**config.mk**
```make
export PLATFORM = sky130hd
export DESIGN_NAME = nss_ctrl
export DESIGN_NICKNAME = d
export VERILOG_FILES = /design/src/hw/rtl/nss_pkg.sv /design/src/hw/rtl/nss_ctrl.sv
export SDC_FILE = /design/constraint.sdc
export NUM_CORES = 1
export LEC_CHECK = 0
export ABC_AREA = 1
export BUFFER_PORTS_ARGS = -buffer_cell sky130_fd_sc_hd__buf_2
export CORE_MARGIN = 4
export CORE_UTILIZATION = 57
export CTS_BUF_LIST = sky130_fd_sc_hd__clkbuf_4
export DETAILED_ROUTE_END_ITERATION = 6
export PLACE_DENSITY = 0.83
export SETUP_SLACK_MARGIN = 0.5
export SLEW_MARGIN = 20
export SYNTH_ARGS = -nofsm -noshare
export SYNTH_HDL_FRONTEND = slang
export SYNTH_SLANG_ARGS = --single-unit
```
**constraint.sdc**
```tcl
create_clock -name clk -period 2.2 [get_ports clk]
set_input_delay 0.22 -clock clk [delete_from_list [all_inputs] [get_ports clk]]
set_output_delay 0.22 -clock clk [all_outputs]
set_load 0.005 [all_outputs]
```
**src/hw/rtl/nss_pkg.sv**
```systemverilog
// ----------------------------------------------------------------------------
// Nearest symbol slicer package
// Command and status codes, default sizes and the controller-to-datapath
// command bundle.
// ----------------------------------------------------------------------------
package nss_pkg;

  localparam int DEF_MAX_POINTS = 256;
  localparam int DEF_COORD_BITS = 16;

  localparam logic [1:0] CMD_CLEAR  = 2'd0;
  localparam logic [1:0] CMD_APPEND = 2'd1;
  localparam logic [1:0] CMD_SLICE  = 2'd2;

  localparam logic [1:0] STAT_DECIDED = 2'd0;
  localparam logic [1:0] STAT_EMPTY   = 2'd1;
  localparam logic [1:0] STAT_STORED  = 2'd2;
  localparam logic [1:0] STAT_DROPPED = 2'd3;

  typedef struct packed {
    logic load_sample;  // capture the sample to slice
    logic wr_en;        // store the offered point at the fill position
    logic rd_en;        // read one table entry into the distance pipe
    logic rd_first;     // this entry is the first of the scan
    logic clr_out;      // force the decided point to zero
  } nss_cmd_t;

endpackage

```
**src/hw/rtl/nss_ctrl.sv**
```systemverilog
// ----------------------------------------------------------------------------
// Nearest symbol slicer controller
// Accepts commands, keeps the point count, walks the table index during a
// slice and issues the result strobe and status.
// ----------------------------------------------------------------------------
module nss_ctrl #(
  parameter int MAX_POINTS = nss_pkg::DEF_MAX_POINTS
) (
  input  logic                                clk,
  input  logic                                rst,
  input  logic                                start,
  input  logic [1:0]                          cmd,
  input  logic                                pipe_busy,
  output logic                                busy,
  output nss_pkg::nss_cmd_t                   dp_cmd,
  output logic [$clog2(MAX_POINTS)-1:0]       rd_addr,
  output logic [$clog2(MAX_POINTS)-1:0]       wr_addr,
  output logic                                done,
  output logic [1:0]                          status
);
  import nss_pkg::*;

  localparam int AW = $clog2(MAX_POINTS);
  localparam int CW = $clog2(MAX_POINTS + 1);

  localparam logic [1:0] S_IDLE  = 2'd0;
  localparam logic [1:0] S_SCAN  = 2'd1;
  localparam logic [1:0] S_DRAIN = 2'd2;

  logic [1:0]    state;
  logic [1:0]    state_next;
  logic [CW-1:0] count;
  logic [CW-1:0] count_next;
  logic [AW-1:0] idx;
  logic [AW-1:0] idx_next;
  logic          done_next;
  logic [1:0]    status_next;
  logic          accept;
  logic          last_idx;

  assign busy     = (state != S_IDLE);
  assign accept   = start && !busy;
  assign rd_addr  = idx;
  assign wr_addr  = count[AW-1:0];
  assign last_idx = ({1'b0, idx} == (count - CW'(1)));

  always_comb begin
    state_next  = state;
    count_next  = count;
    idx_next    = idx;
    done_next   = 1'b0;
    status_next = status;
    dp_cmd      = '0;
    case (state)
      S_IDLE: begin
        if (accept) begin
          case (cmd)
            CMD_CLEAR: begin
              count_next     = '0;
              done_next      = 1'b1;
              status_next    = STAT_STORED;
              dp_cmd.clr_out = 1'b1;
            end
            CMD_APPEND: begin
              done_next      = 1'b1;
              dp_cmd.clr_out = 1'b1;
              if (count < CW'(MAX_POINTS)) begin
                dp_cmd.wr_en = 1'b1;
                count_next   = count + CW'(1);
                status_next  = STAT_STORED;
              end else begin
                status_next  = STAT_DROPPED;
              end
            end
            CMD_SLICE: begin
              if (count == '0) begin
                done_next      = 1'b1;
                status_next    = STAT_EMPTY;
                dp_cmd.clr_out = 1'b1;
              end else begin
                dp_cmd.load_sample = 1'b1;
                idx_next           = '0;
                state_next         = S_SCAN;
              end
            end
            default: begin
              done_next      = 1'b1;
              status_next    = STAT_DROPPED;
              dp_cmd.clr_out = 1'b1;
            end
          endcase
        end
      end
      S_SCAN: begin
        dp_cmd.rd_en    = 1'b1;
        dp_cmd.rd_first = (idx == '0);
        idx_next        = idx + AW'(1);
        if (last_idx) begin
          state_next = S_DRAIN;
        end
      end
      S_DRAIN: begin
        // The decision is final once the last distance has left the pipe.
        if (!pipe_busy) begin
          done_next   = 1'b1;
          status_next = STAT_DECIDED;
          state_next  = S_IDLE;
        end
      end
      default: begin
        state_next = S_IDLE;
      end
    endcase
  end

  always_ff @(posedge clk) begin
    if (rst) begin
      state  <= S_IDLE;
      count  <= '0;
      done   <= 1'b0;
      status <= STAT_STORED;
      idx    <= '0;
    end else begin
      state  <= state_next;
      count  <= count_next;
      done   <= done_next;
      status <= status_next;
      idx    <= idx_next;
    end
  end

  a_done_idle: assert property (@(posedge clk) disable iff (rst)
    done |-> (state == S_IDLE))
    else $error("result strobe outside idle");

  a_count_max: assert property (@(posedge clk) disable iff (rst)
    count <= CW'(MAX_POINTS))
    else $error("point count beyond capacity");

  a_scan_range: assert property (@(posedge clk) disable iff (rst)
    (state == S_SCAN) |-> ({1'b0, idx} < count))
    else $error("scan index beyond stored points");

  a_scan_nonempty: assert property (@(posedge clk) disable iff (rst)
    (state == S_IDLE) && accept && (cmd == CMD_SLICE) && (count != '0) |=>
    (state == S_SCAN))
    else $error("slice of filled table did not start a scan");

endmodule

```
After elaboration in Yosys (flattened, before gate mapping)
Index checks and enable logic that the tools add are counted.

Bits in registers: 22. Input port bits: 6. Output and inout port bits: 25. Word-level logic and storage cells: 65.

Add/subtract/negate cells: 3. Magnitude comparators: 1. Eq/ne operators: 12. Mux-type cells: 30. Reductions and logical operators: 14.

Operator list (number): 8-bit two-way mux (3); 2-bit two-way mux (10); 9-bit one-hot mux with 2 select lines (1); 8-bit one-hot mux with 2 select lines (1); 2-bit one-hot mux with 3 select lines (2); 4-bit AND reduction (3); 1-bit two-way mux (10); 2-bit inequality test (second input constant) (5); 9-bit by 1-bit adder with 9-bit output (second input constant) (1); 8-bit by 9-bit == test with 1-bit output (1); 9-bit zero test (1); 9-bit < comparator (second input constant) (1); 9-bit two-way mux (1); 9-bit by 1-bit subtractor with 9-bit output (second input constant) (1); 8-bit by 1-bit adder with 8-bit output (second input constant) (1); 8-bit zero test (1); 2-bit nonzero test (4); 5-bit AND reduction (1); 2-bit by 1-bit == test with 1-bit output (second input constant) (2); 2-bit == test (second input constant) (2); 2-bit zero test (2); 2-bit one-hot mux with 2 select lines (1); 3-bit inequality test (second input constant) (1); 2-bit by 1-bit inequality test with 1-bit output (second input constant) (1); 3 further kinds (3).

Longest topological paths before layout
Gate-level depths: netlist of the first run.

Word-level depth: 5. Mapped depth: 13. Gate-level depth less buffers: 13.

Worst setup path before layout of the first run
Ideal clock, no wire load.

Path kind: register to register. Start point: register count[0]. End point: register state[0]. Arrival: 1.520 ns. Setup slack: 0.551 ns. Stages on the path, launching flop included: 11. Buffers on the path: 0. Path through: dfxtp_1 -> inv_1 -> ha_1 -> xor2_1 -> o21ai_0 -> nor2_1 -> nand3_1 -> nor2_1 -> nand2_1 -> a21oi_1 -> nor2_1.

Word-level cells in the longest chain between the ends: 4.

RTL lines: start, declared (line nss_ctrl.sv:32) `logic [CW-1:0] count;`; start signal, assigned (line nss_ctrl.sv:125) `count <= count_next;`; 9-bit by 1-bit subtractor with 9-bit output (line nss_ctrl.sv:45) `assign last_idx = ({1'b0, idx} == (count - CW'(1)));`; 8-bit by 9-bit == test with 1-bit output (line nss_ctrl.sv:45); 2-bit inequality test (no line); 5-bit AND reduction (no line) *; end signal, assigned (line nss_ctrl.sv:124) `state <= state_next;`; end, declared (line nss_ctrl.sv:30) `logic [1:0] state;`.

Every way passes the cells marked *; elsewhere a longest branch is shown, timed or not. A chain may end at the register's enable or synchronous reset.

Final worst setup path of the first run
Start point: register count[0]. End point: register idx[1] (netlist: rd_addr[1]).

Word-level cells in the longest chain between the ends: 3.

RTL lines: 9-bit zero test (line nss_ctrl.sv:76) `if (count == '0) begin`; 2-bit inequality test (no line); 4-bit AND reduction (no line); end signal, assigned (line nss_ctrl.sv:128) `idx <= idx_next;`; end, declared (line nss_ctrl.sv:34) `logic [AW-1:0] idx;`.

Every way passes these cells.

==> run_results.csv, run 1 <==
group,metric,value,unit
worst_hold_path,hold_path_class,"input port to flip-flop",
critical_path,cell_with_the_largest_stage_delay_on_the_worst_path,"sky130_fd_sc_hd__dfxtp_4",
clock_network,clock_sinks,22,
global_route,grt_first_pass_wirelength,5890,um
global_route,gr-usage-all-layers,20.8,%
critical_path,worstPathMaxFanout,8,
floorplanning,cell_row_count,18,
global_route,number_of_antenna_violations_at_the_first_check_in_global_routing,0,
yosys,synth.avg_cell_area,6.49,um^2
yosys,synth.lib_cells_used.distinct,30,
critical_path,critPathKind,"flip-flop to flip-flop",
power_and_ir_drop,power.density,408,mW/mm^2
critical_path,critical_path.startpoint_type,"flip-flop",
route,vias,1585,
place,gp_routability_congestion,0.909,
floorplanning,core_region_area,0.00254,mm^2
route,drt_first_iter_violations,37,
floorplanning,die_area,0.00366,mm^2
critical_path,crit-reg2reg-capture,"rd_addr[1]$_SDFFE_PP0P_",
clock_network,cts.htree.levels,1,
yosys,synth_top_area_share,28.0,%
critical_path,rr_startpoint,"count[0]$_SDFFE_PP0P_",
critical_path,crit_path_arrival_time,1870,ps
final_layout,antenna_cells_inserted,0,
yosys,yosys-top-cells-area,"sky130_fd_sc_hd__dfxtp_1, sky130_fd_sc_hd__nand2_1, sky130_fd_sc_hd__inv_1",
global_route,grt_start_max_net_pins,15,
clock_network,cts-buffers-inserted,3,
timing,finalMaxSlewViolations,0,
timing,rsz0062_at_grt,"true",
final_layout,final_util,74.0,%
flow_run,cap_violations,0,
power_and_ir_drop,seq_power_share,53.5,%
route,drt-wirelength-per-cell,12.5,um
yosys,synth-warning-count,0,
power_and_ir_drop,p_sw,232,uW
final_layout,layout_cell_share_with_drive_strength_beyond_1,33.2,%
critical_path,cp.required,2440,ps
route,ant_nets,0,
critical_path,critical_path_buf_inv_count,4,
floorplanning,io_pins,31,
clock_network,cts_buffer_depth,2,
run_status,status,"finished clean",
route,finalWirelength,3750,um
yosys,synth_largest_area_cell,"sky130_fd_sc_hd__dfxtp_1",
critical_path,critical_path_depth,10,
power_and_ir_drop,power_switching_share,30.1,%
place,post-dp-hpwl,2750,um
floorplanning,die_h,60.5,um
power_and_ir_drop,static-leakage-power,0.000900,uW
timing,slew_at_the_pin_closest_to_its_max_slew_limit,341,ps
timing,worst_slew_margin_rel,77.0,%
timing,max_clock_freq,0.612,GHz
critical_path,cp-end-kind,"flip-flop",
power_and_ir_drop,power.share.combinational,22.3,%
critical_path,timing.critical_path.cells,"inv_6 -> ha_4 -> nand3_2 -> o21ai_4 -> inv_2 -> buf_4 -> a31oi_4 -> buf_12 -> nand2_2 -> a21oi_2",
critical_path,critPathCapture,"rd_addr[1]$_SDFFE_PP0P_",
yosys,yosys_register_bits,22,
clock_network,worstSkewPairLatency,310,ps
yosys,synthCells,242,
timing,timing.final.hold_violations,0,
yosys,netlist_area,0.00157,mm^2
floorplanning,overall_die_width,60.5,um
place,io_buffers,30,
route,vias_per_cell,5.27,
yosys,synth.net_count,253,
timing,fin_worst_skew,10.9,ps
clock_network,clk_transition_reported_paths,130,ps
power_and_ir_drop,vdd.ir_drop.worst,366,uV
power_and_ir_drop,intPower,538,uW
final_layout,final.fill_count,237,
final_layout,flow.area_growth_from_synthesis,19.9,%
final_layout,multi_input_area,0.00101,mm^2
route,drt_first_pass_iters,4,
timing,setup_total_negative_slack,0,ps
critical_path,worst_path_largest_cell_delay,380,ps
critical_path,worst_r2r_path_depth,10,
clock_network,cts_hold_buffers,0,
route,drc,0,
timing,period_needed,1630,ps
clock_network,tritoncts_clock_tree,"done",
timing,setup_violations,0,
timing,post-route-period-util,74.2,%
global_route,first_global_vias,1398,
critical_path,timing.reg2reg.setup_slack,570,ps
final_layout,area.sequential,455,um^2
floorplanning,start_util,61.8,%
power_and_ir_drop,power.clock.fraction,24.2,%
clock_network,clock-root-buffer,"sky130_fd_sc_hd__clkbuf_4",
critical_path,critical_path.startpoint,"count[0]$_SDFFE_PP0P_",
global_route,grt-ovfl-total,0,
critical_path,worst_path_dominant_cell_family,"compound AO/OA/AOI/OAI gates",
final_layout,num-nets-final,284,
yosys,ys_seq_area_share,28.0,%
-- kinds of logic (layout without fill, tap and decap cells) --
family	after synthesis	in the layout	share of synthesized area, %
AOI/OAI and AO/OA	29	29	12.1
adders and majority gates	5	5	3.98
buffers and inverters	47	76	13.6
xor gates and xnor gates	4	4	2.23
DFF	22	22	28.0
and+or+nand+nor	135	135	40.0
-- power by group through the flow --
stage / Sequential, uW / Combinational, uW / Clock, uW
after floorplan: 423 / 102 / 0
after global placement: 422 / 135 / 0
after detailed placement: 423 / 138 / 0
after CTS: 411 / 148 / 190
after global routing: 413 / 189 / 213
final: 411 / 172 / 186
-- Yosys cell counts, drive strengths merged --
master,number
nand2,63
inv,36
nor2,31
dfxtp,22
nand3,21
a21oi,16
buf,10
o21ai,8
nor3,7
ha,5
nand4,5
xor2,4
nor3b,3
nor4,3
a31oi,2
or2,2
a211oi,1
clkbuf,1
o22ai,1
o31ai,1
-- through the flow --
stage	std cells	total power, uW	hold WS [ps]	instance area (um^2)	setup slack, ps
3_3_place_gp	292	557	445	1690	463
2_1_floorplan	242	525	289	1570	551
3_5_place_dp	292	561	466	1690	394
5_1_grt	301	815	213	1880	452
4_1_cts	299	748	198	1750	511
6_report	301	769	206	1880	567
-- per-layer routing --
layer	vias up	track usage, %	part of all wire [%]
li1	829	-	-
met1	705	26.8	45
met2	45	37.0	48
met3	6	2.55	6.1
met4	0	4.95	1.0
met5	-	0	0
-- cell type report --
type	count	share of cell area, %
clock buffers	3	1.20
inverters	36	7.57
multi-input cells	173	53.7
flip-flops and latches	22	24.2
well taps	30	1.99
repair buffers	37	11.4
-- state kept, by name, summed over array words and instances, names as in the netlist --
register	count
count	9
state	2
status	2
done	1
rd_addr	8
-- timing repair --
action	CTS	global route
buffers inserted	4	2
endpoints found under the setup margin	4	17
resized for setup	5	34
cloned	0	0
pin swaps	2	7
-- worst register-to-register path, delay by kind of cell, from the launching register on --
kind            cells  cell delay, ps
compound gates      3             480
buf+inv             4             430
flops               1             380
simple gates        2             150
fa+ha+maj           1             130
-- worst min-delay path by stage --
stage                                   endpoint  cells after the start              startpoint
after detailed placement  status[0]$_SDFFE_PP0P_                      2  status[0]$_SDFFE_PP0P_
after CTS                  state[1]$_SDFFE_PP0P_                      3               pipe_busy
final                      state[1]$_SDFFE_PP0P_                      3               pipe_busy
after global placement    status[1]$_SDFFE_PP1P_                      2  status[1]$_SDFFE_PP1P_
after global routing       state[1]$_SDFFE_PP0P_                      3               pipe_busy
after floorplan            state[1]$_SDFFE_PP0P_                      1                     rst
-- cells in the final DEF, fill, tap and decap left out, types with 5 or more instances in the layout --
cell	count
sky130_fd_sc_hd__nor2_1	22
sky130_fd_sc_hd__o21ai_0	6
sky130_fd_sc_hd__a21oi_1	9
sky130_fd_sc_hd__dfxtp_1	16
sky130_fd_sc_hd__nor2_2	5
sky130_fd_sc_hd__a21oi_2	7
sky130_fd_sc_hd__buf_4	6
sky130_fd_sc_hd__inv_1	30
sky130_fd_sc_hd__nand3_1	19
sky130_fd_sc_hd__nor3_1	6
sky130_fd_sc_hd__nand2_1	53
sky130_fd_sc_hd__buf_2	30
sky130_fd_sc_hd__nand2_2	9
Note: power is estimated with default switching activity, not from simulation.
==> run 2: changes to the inputs <==
- ABC_AREA: 1 -> 0
- CORE_UTILIZATION: 57 -> 51
- PLACE_DENSITY: 0.83 -> 0.79
- clock period: 2.2 -> 1.35 ns (I/O delays scaled with it)
==> run_results.csv, run 2 <==
group,metric,value,unit
route,drc,0,
power_and_ir_drop,power.density,593,mW/mm^2
floorplanning,die_area,0.00401,mm^2
clock_network,tritoncts_clock_tree,"done",
floorplanning,core_region_area,0.00283,mm^2
critical_path,cp.required,1660,ps
place,gp_routability_congestion,0.820,
global_route,number_of_antenna_violations_at_the_first_check_in_global_routing,0,
yosys,yosys-top-cells-area,"sky130_fd_sc_hd__dfxtp_1, sky130_fd_sc_hd__buf_4, sky130_fd_sc_hd__xor2_1",
final_layout,top_register,"count",
timing,timing.final.hold_violations,0,
power_and_ir_drop,static-leakage-power,0.00118,uW
global_route,grt_first_pass_wirelength,10000,um
floorplanning,io_pins,31,
route,ant_nets,0,
timing,worst_slew_margin_rel,70.3,%
clock_network,cts-buffers-inserted,3,
critical_path,critical-path-top-cell-by-count,"sky130_fd_sc_hd__a21o_1",
final_layout,mostFrequentLayoutCell,"sky130_fd_sc_hd__buf_4",
yosys,netlist_area,0.00156,mm^2
yosys,postSynth.asyncResetShare,0,%
yosys,synth.cells.most_frequent,"sky130_fd_sc_hd__nor2_1, sky130_fd_sc_hd__dfxtp_1, sky130_fd_sc_hd__buf_4, sky130_fd_sc_hd__nand2_1, sky130_fd_sc_hd__xor2_1",
yosys,synth.lib_cells_used.distinct,46,
place,io_buffers,30,
timing,slew_at_the_pin_closest_to_its_max_slew_limit,439,ps
timing,fin_worst_skew,1.92,ps
route,finalWirelength,8780,um
yosys,synth_top_area_share,28.2,%
final_layout,antenna_cells_inserted,0,
final_layout,final.fill_count,59,
global_route,first_global_vias,2014,
critical_path,critical_path_buf_inv_count,2,
yosys,synth-warning-count,0,
global_route,gr-usage-all-layers,32.1,%
power_and_ir_drop,vdd.ir_drop.worst,448,uV
final_layout,multi_input_area,0.00126,mm^2
yosys,synthFlopType,"sky130_fd_sc_hd__dfxtp_1",
final_layout,final_util,96.3,%
critical_path,cp-end-kind,"flip-flop",
clock_network,clock_sinks,22,
run_status,status,"complete, but fails checks",
route,vias_per_cell,7.09,
critical_path,worst_path_largest_cell_delay,410,ps
clock_network,cts.htree.levels,1,
power_and_ir_drop,intPower,1130,uW
floorplanning,overall_die_width,63.3,um
timing,setup_total_negative_slack,-12980,ps
timing,hold_ws,116,ps
final_layout,largest_register_ff_count,9,
floorplanning,cell_row_count,19,
route,drt-wirelength-per-cell,28.8,um
clock_network,worstSkewPairLatency,350,ps
power_and_ir_drop,p_sw,490,uW
critical_path,timing.reg2reg.setup_slack,-730,ps
power_and_ir_drop,power_switching_share,30.3,%
timing,post-route-period-util,154,%
yosys,synthCells,193,
final_layout,area.sequential,477,um^2
flow_run,cap_violations,0,
route,drt_first_pass_iters,6,
yosys,synth.net_count,204,
clock_network,cts_hold_buffers,0,
critical_path,worstPathMaxFanout,7,
critical_path,cell_with_the_largest_stage_delay_on_the_worst_path,"sky130_fd_sc_hd__dfxtp_2",
final_layout,num-nets-final,286,
floorplanning,die_h,63.3,um
yosys,synth.most_common_cell,"sky130_fd_sc_hd__nor2_1",
yosys,synth.avg_cell_area,8.08,um^2
yosys,synth_edf_count,0,
run_status,failed_checks,"negative setup slack",
clock_network,clk_transition_reported_paths,160,ps
power_and_ir_drop,seq_power_share,41.2,%
yosys,ys_seq_area_share,28.2,%
clock_network,clock-root-buffer,"sky130_fd_sc_hd__clkbuf_4",
timing,max_clock_freq,0.482,GHz
final_layout,flow.area_growth_from_synthesis,74.7,%
timing,setup_violations,28,
global_route,grt_start_max_net_pins,14,
critical_path,timing.critical_path.cells,"inv_2 -> ha_2 -> buf_4 -> nor2_1 -> nand4b_1 -> a21o_1 -> a2111oi_4 -> a21o_1",
yosys,synth_largest_area_cell,"sky130_fd_sc_hd__dfxtp_1",
global_route,grt-ovfl-total,0,
critical_path,critical_path.startpoint_type,"flip-flop",
timing,finalMaxSlewViolations,0,
final_layout,final_cell_mix,"sky130_fd_sc_hd__buf_4, sky130_fd_sc_hd__buf_6, sky130_fd_sc_hd__nor2_1, sky130_fd_sc_hd__buf_2, sky130_fd_sc_hd__dfxtp_2",
timing,period_needed,2080,ps
critical_path,crit_path_arrival_time,2380,ps
power_and_ir_drop,power.clock.fraction,35.5,%
timing,final.setup.worst_slack,-725,ps
worst_hold_path,hold_path_class,"input port to flip-flop",
timing,rsz0062_at_grt,"true",
critical_path,worst_path_dominant_cell_family,"compound AO/OA/AOI/OAI gates",
critical_path,critPathKind,"flip-flop to flip-flop",
place,post-dp-hpwl,3560,um
floorplanning,start_util,55.2,%
route,drt_first_iter_violations,270,
route,vias,2162,
power_and_ir_drop,power.share.combinational,23.3,%
power_and_ir_drop,post-layout-total-power,1620,uW
final_layout,layout_cell_share_with_drive_strength_beyond_1,66.4,%
yosys,yosys_register_bits,22,
clock_network,cts_buffer_depth,2,
run 2: changes by cell type in the layout (fill, tap and decap cells not counted), moves of 11 or more:
cell,before,now
sky130_fd_sc_hd__nand2_1,53,9
sky130_fd_sc_hd__buf_4,6,48
sky130_fd_sc_hd__buf_6,0,36
sky130_fd_sc_hd__inv_1,30,5
sky130_fd_sc_hd__buf_2,30,17
sky130_fd_sc_hd__dfxtp_1,16,3
sky130_fd_sc_hd__nand3_1,19,7
sky130_fd_sc_hd__dfxtp_2,3,14
run 2: worst register-to-register path, cell delays in order, from the launching register on:
cell                        delay, ps
sky130_fd_sc_hd__dfxtp_2          410
sky130_fd_sc_hd__inv_2             80
sky130_fd_sc_hd__ha_2             240
sky130_fd_sc_hd__buf_4            160
sky130_fd_sc_hd__nor2_1           130
sky130_fd_sc_hd__nand4b_1         210
sky130_fd_sc_hd__a21o_1           280
sky130_fd_sc_hd__a2111oi_4        360
sky130_fd_sc_hd__a21o_1           160
run 2: path summary, 6_finish.rpt:
check / startpoint / end / cells past startpoint
worst min-delay path: rst / rd_addr[0]$_SDFFE_PP0P_ / 2
worst max register to register: count[1]$_SDFFE_PP0P_ / state[1]$_SDFFE_PP0P_ / 8
worst min register to register: status[1]$_SDFFE_PP1P_ / status[1]$_SDFFE_PP1P_ / 1
worst max-delay path: count[1]$_SDFFE_PP0P_ / state[1]$_SDFFE_PP0P_ / 8
run 2: cells by family after synthesis:
kind of cell / Yosys count / share of synthesized area, %
XOR/XNOR: 17 / 9.54
AND/OR/NAND/NOR: 76 / 25.3
buffers and inverters: 32 / 12.9
adder cells (fa/ha/maj): 5 / 4.01
AO/OA/AOI/OAI: 41 / 20.1
flip-flops: 22 / 28.2
run 2: power groups by stage:
| stage | Clock [uW] | Combinational (uW) | Sequential [uW] |
|---|---|---|---|
| 2_1_floorplan | 0 | 147 | 684 |
| 3_3_place_gp | 0 | 228 | 680 |
| 3_5_place_dp | 0 | 241 | 681 |
| 4_1_cts | 519 | 287 | 661 |
| 5_1_grt | 576 | 384 | 666 |
| 6_report | 574 | 376 | 666 |
run 2: routing by layer:
| metal | share of wire, % | track usage (%) | vias up | routed length [um] |
|---|---|---|---|---|
| met1 | 34 | 36.4 | 998 | 2970 |
| met3 | 11 | 6.57 | 93 | 943 |
| met4 | 11 | 18.6 | 0 | 952 |
| li1 | - | - | 826 | - |
| met5 | 0 | 0 | - | 0 |
| met2 | 45 | 55.5 | 245 | 3920 |
run 2: area by class of cell:
type	count	share of cell area [%]
flip-flops and latches	22	17.5
clock buffers	3	0.826
repair buffers	102	31.8
clock inverters	1	1.10
well taps	31	1.42
multi-input cells	139	46.3
inverters	7	1.06
run 2: through the flow:
| step | std cells | setup slack [ps] | area, um^2 |
|---|---|---|---|
| 6_report | 305 | -725 | 2730 |
| 5_1_grt | 305 | -771 | 2730 |
| 4_1_cts | 292 | -565 | 2450 |
| 3_5_place_dp | 279 | -687 | 2030 |
| 3_3_place_gp | 279 | -531 | 2030 |
| 2_1_floorplan | 193 | -519 | 1670 |
run 2: repair_timing:
action / 4_1_cts / 5_1_grt
gates cloned: 1 / 0
gates resized for setup: 84 / 35
hold endpoints to repair: 0 / 0
endpoints found under the setup margin: 47 / 47
setup buffers: 8 / 13
pin swaps: 20 / 15
==> run 3: changes to the inputs <==
- ABC_AREA: 0 -> 1
==> run_results.csv, run 3 <==
group,metric,value,unit
run_status,status,"aborted with a tool error",
run_status,failing_step,"global routing (5_1_grt)",
run_status,error,"[ERROR DPL-0038] Utilization greater than 100%, impossible to legalize",
yosys,ys_seq_area_share,28.0,%
yosys,synth.net_count,253,
yosys,yosys-top-cells-area,"sky130_fd_sc_hd__dfxtp_1, sky130_fd_sc_hd__nand2_1, sky130_fd_sc_hd__inv_1",
yosys,synth.avg_cell_area,6.49,um^2
yosys,netlist_area,0.00157,mm^2
yosys,synthFlopType,"sky130_fd_sc_hd__dfxtp_1",
place,placedCellCount,326,
floorplanning,overall_die_width,63.5,um
timing,worst_endpoint_kind,"register data pin",
yosys,synth_top_area_share,28.0,%
clock_network,cts-buffers-inserted,3,
clock_network,cts.htree.levels,1,
yosys,postSynth.asyncResetShare,0,%
floorplanning,io_pins,31,
timing,grt-worst-endpoint,"state[0]$_SDFFE_PP0P_/D",
yosys,synth_edf_count,0,
yosys,synthCells,242,
yosys,synth.lib_cells_used.distinct,30,
yosys,yosys_register_bits,22,
yosys,synth_largest_area_cell,"sky130_fd_sc_hd__dfxtp_1",
place,gp_routability_congestion,0.828,
place,dpl-instance-area,0.00203,mm^2
place,pre_cts_ws,-312,ps
yosys,synth.cells.most_frequent,"sky130_fd_sc_hd__nand2_1, sky130_fd_sc_hd__inv_1, sky130_fd_sc_hd__nor2_1, sky130_fd_sc_hd__dfxtp_1, sky130_fd_sc_hd__nand3_1",
floorplanning,cell_row_count,19,
place,post-dp-hpwl,3410,um
place,io_buffers,30,
global_route,grt_start_max_net_pins,15,
yosys,synth.most_common_cell,"sky130_fd_sc_hd__nand2_1",
floorplanning,start_util,55.1,%
clock_network,cts_buffer_depth,2,
clock_network,clock_sinks,22,
yosys,synth-warning-count,0,
clock_network,clock-root-buffer,"sky130_fd_sc_hd__clkbuf_4",
floorplanning,die_h,63.5,um
[run 3: cell count changes after synthesis, sizes merged, moves of 6 or more]
cell,change
nor2,+8
nand3,+14
xor2,-7
nand2,+52
a21oi,+9
buf,-9
inv,+29
xnor2,-6
[run 3: what timing repair did]
action / in CTS
buffers inserted: 16
setup endpoints to repair: 47
hold buffers: 0
pin swaps: 21
gates resized for setup: 95
endpoints found under the hold margin: 0
[run 3: metrics by stage]
step | hold slack [ps] | setup TNS, ps
3_3_place_gp | 437 | -977
2_1_floorplan | 197 | -201
3_5_place_dp | 441 | -1360
4_1_cts | 97.4 | -3540
[run 3: cells by family after synthesis]
kind of cell / synth area share [%]
AOI/OAI and AO/OA: 12.1
xor gates and xnor gates: 2.23
adders and majority gates: 3.98
buffers and inverters: 13.6
DFF: 28.0
and+or+nand+nor: 40.0
==> run 4: changes to the inputs <==
- CORE_UTILIZATION: 51 -> 40
- CTS_BUF_LIST: sky130_fd_sc_hd__clkbuf_4 -> unset
- PLACE_DENSITY: 0.79 -> unset
- PLACE_DENSITY_LB_ADDON: unset -> 0.15
- SETUP_SLACK_MARGIN: 0.5 -> unset
- clock period: 1.35 -> 1.8 ns (I/O delays scaled with it)
==> run_results.csv, run 4 (same netlist as run 1, synthesis figures left out) <==
group,metric,value,unit
critical_path,timing.critical_path.cells,"nor2_2 -> nand2_1 -> o21ai_2 -> inv_2 -> nor2_1 -> buf_2",
final_layout,layout_cell_share_with_drive_strength_beyond_1,24.3,%
clock_network,cts.htree.levels,1,
final_layout,flow.area_growth_from_synthesis,17.0,%
route,drt_first_pass_iters,4,
global_route,grt_first_pass_wirelength,6620,um
floorplanning,die_area,0.00500,mm^2
final_layout,top_register,"count",
critical_path,worst_path_largest_cell_delay,380,ps
worst_hold_path,hold_path_class,"input port to flip-flop",
critical_path,critPathKind,"flip-flop to output pin",
place,post-dp-hpwl,3010,um
timing,slew_at_the_pin_closest_to_its_max_slew_limit,352,ps
run_status,status,"finished clean",
final_layout,num-nets-final,284,
timing,period_needed,1660,ps
floorplanning,overall_die_width,70.7,um
route,vias_per_cell,4.88,
clock_network,tritoncts_clock_tree,"done",
floorplanning,cell_row_count,22,
final_layout,area.sequential,440,um^2
global_route,grt-ovfl-total,0,
floorplanning,die_h,70.7,um
final_layout,largest_register_ff_count,9,
route,finalWirelength,3820,um
timing,timing.final.hold_violations,0,
global_route,gr-usage-all-layers,16.2,%
clock_network,clock_sinks,22,
critical_path,critical_path_buf_inv_count,2,
route,drt_first_iter_violations,88,
flow_run,cap_violations,0,
power_and_ir_drop,post-layout-total-power,1160,uW
critical_path,cp.required,1620,ps
timing,fin_worst_skew,9.06,ps
floorplanning,start_util,42.3,%
final_layout,finish.cell_count_without_fillers,320,
floorplanning,io_pins,31,
final_layout,multi_input_area,930,um^2
clock_network,clk_transition_reported_paths,90,ps
final_layout,final_util,49.5,%
route,ant_nets,0,
floorplanning,core_region_area,0.00372,mm^2
route,drc,0,
timing,max_clock_freq,0.601,GHz
place,gp_routability_congestion,0.858,
timing,setup_violations,0,
timing,setup_total_negative_slack,0,ps
critical_path,worst_path_dominant_cell_family,"simple AND/OR/NAND/NOR gates",
critical_path,worstPathMaxFanout,6,
final_layout,mostFrequentLayoutCell,"sky130_fd_sc_hd__nand2_1",
timing,worst_slew_margin_rel,76.3,%
route,drt-wirelength-per-cell,11.9,um
critical_path,crit_path_arrival_time,1480,ps
timing,finalMaxSlewViolations,0,
clock_network,cts-buffers-inserted,3,
clock_network,cts_buffer_depth,2,
clock_network,worstSkewPairLatency,270,ps
place,placedCellCount,316,
power_and_ir_drop,power.density,631,mW/mm^2
clock_network,clock-root-buffer,"sky130_fd_sc_hd__clkbuf_8",
critical_path,critical_path.startpoint_type,"flip-flop",
timing,post-route-period-util,92.4,%
timing,hold_ws,211,ps
global_route,first_global_vias,1466,
critical_path,cp-end-kind,"output pin",
clock_network,cts_hold_buffers,0,
power_and_ir_drop,static-leakage-power,0.000897,uW
timing,rsz0062_at_grt,"true",
global_route,number_of_antenna_violations_at_the_first_check_in_global_routing,0,
global_route,grt_start_max_net_pins,15,
place,io_buffers,30,
final_layout,final_cell_mix,"sky130_fd_sc_hd__nand2_1, sky130_fd_sc_hd__inv_1, sky130_fd_sc_hd__buf_2, sky130_fd_sc_hd__nor2_1, sky130_fd_sc_hd__dfxtp_1",
final_layout,antenna_cells_inserted,0,
final_layout,final.fill_count,409,
route,vias,1561,
critical_path,cell_with_the_largest_stage_delay_on_the_worst_path,"sky130_fd_sc_hd__dfxtp_1",
power_and_ir_drop,vdd.ir_drop.worst,402,uV
-- run 4: worst paths after layout --
check	slack (ps)	startpoint	depth (start not counted)	endpoint
max reg2reg	190	count[0]$_SDFFE_PP0P_	10	state[0]$_SDFFE_PP0P_
min	210	pipe_busy	3	state[1]$_SDFFE_PP0P_
min reg2reg	470	status[0]$_SDFFE_PP0P_	2	status[0]$_SDFFE_PP0P_
max	140	count[4]$_SDFFE_PP0P_	6	dp_cmd[0]
-- run 4: worst min-delay path: cells and delay by family --
family | cells | cell delay (ps)
AOI/OAI and AO/OA | 1 | 60
and+or+nand+nor | 1 | 90
buffers and inverters | 1 | 110
-- run 4: cell type report --
| class | count | area share [%] |
|---|---|---|
| well taps | 48 | 3.27 |
| multi-input cells | 173 | 50.5 |
| repair buffers | 37 | 11.0 |
| clock buffers | 3 | 2.24 |
| inverters | 36 | 7.35 |
| flip-flops and latches | 22 | 23.9 |
| clock inverters | 1 | 1.63 |
-- run 4: where the power goes --
group          leakage (uW)  switching [uW]  internal (uW)
clock             0.0000357             179            297
sequential         0.000178            4.96            496
combinational      0.000683             114           68.5
total              0.000897             298            862
-- run 4: repair_timing --
action	4_1_cts	5_1_grt
hold endpoints to repair	0	0
setup buffers	0	0
setup endpoints to repair	0	5
resized for setup	0	4
-- run 4: through the flow --
step	cell area, um^2	setup WS (ps)
after global routing	1840	-23.8
final	1840	137
after CTS	1830	129
after floorplan	1570	151
after detailed placement	1760	175
after global placement	1760	173
-- run 4: routing by layer --
metal | track usage [%] | up-vias | part of all wire [%]
met5 | 0 | - | 0
li1 | - | 828 | -
met1 | 23.5 | 696 | 51
met4 | 5.01 | 0 | 1.1
met3 | 2.56 | 4 | 4.7
met2 | 24.5 | 33 | 43
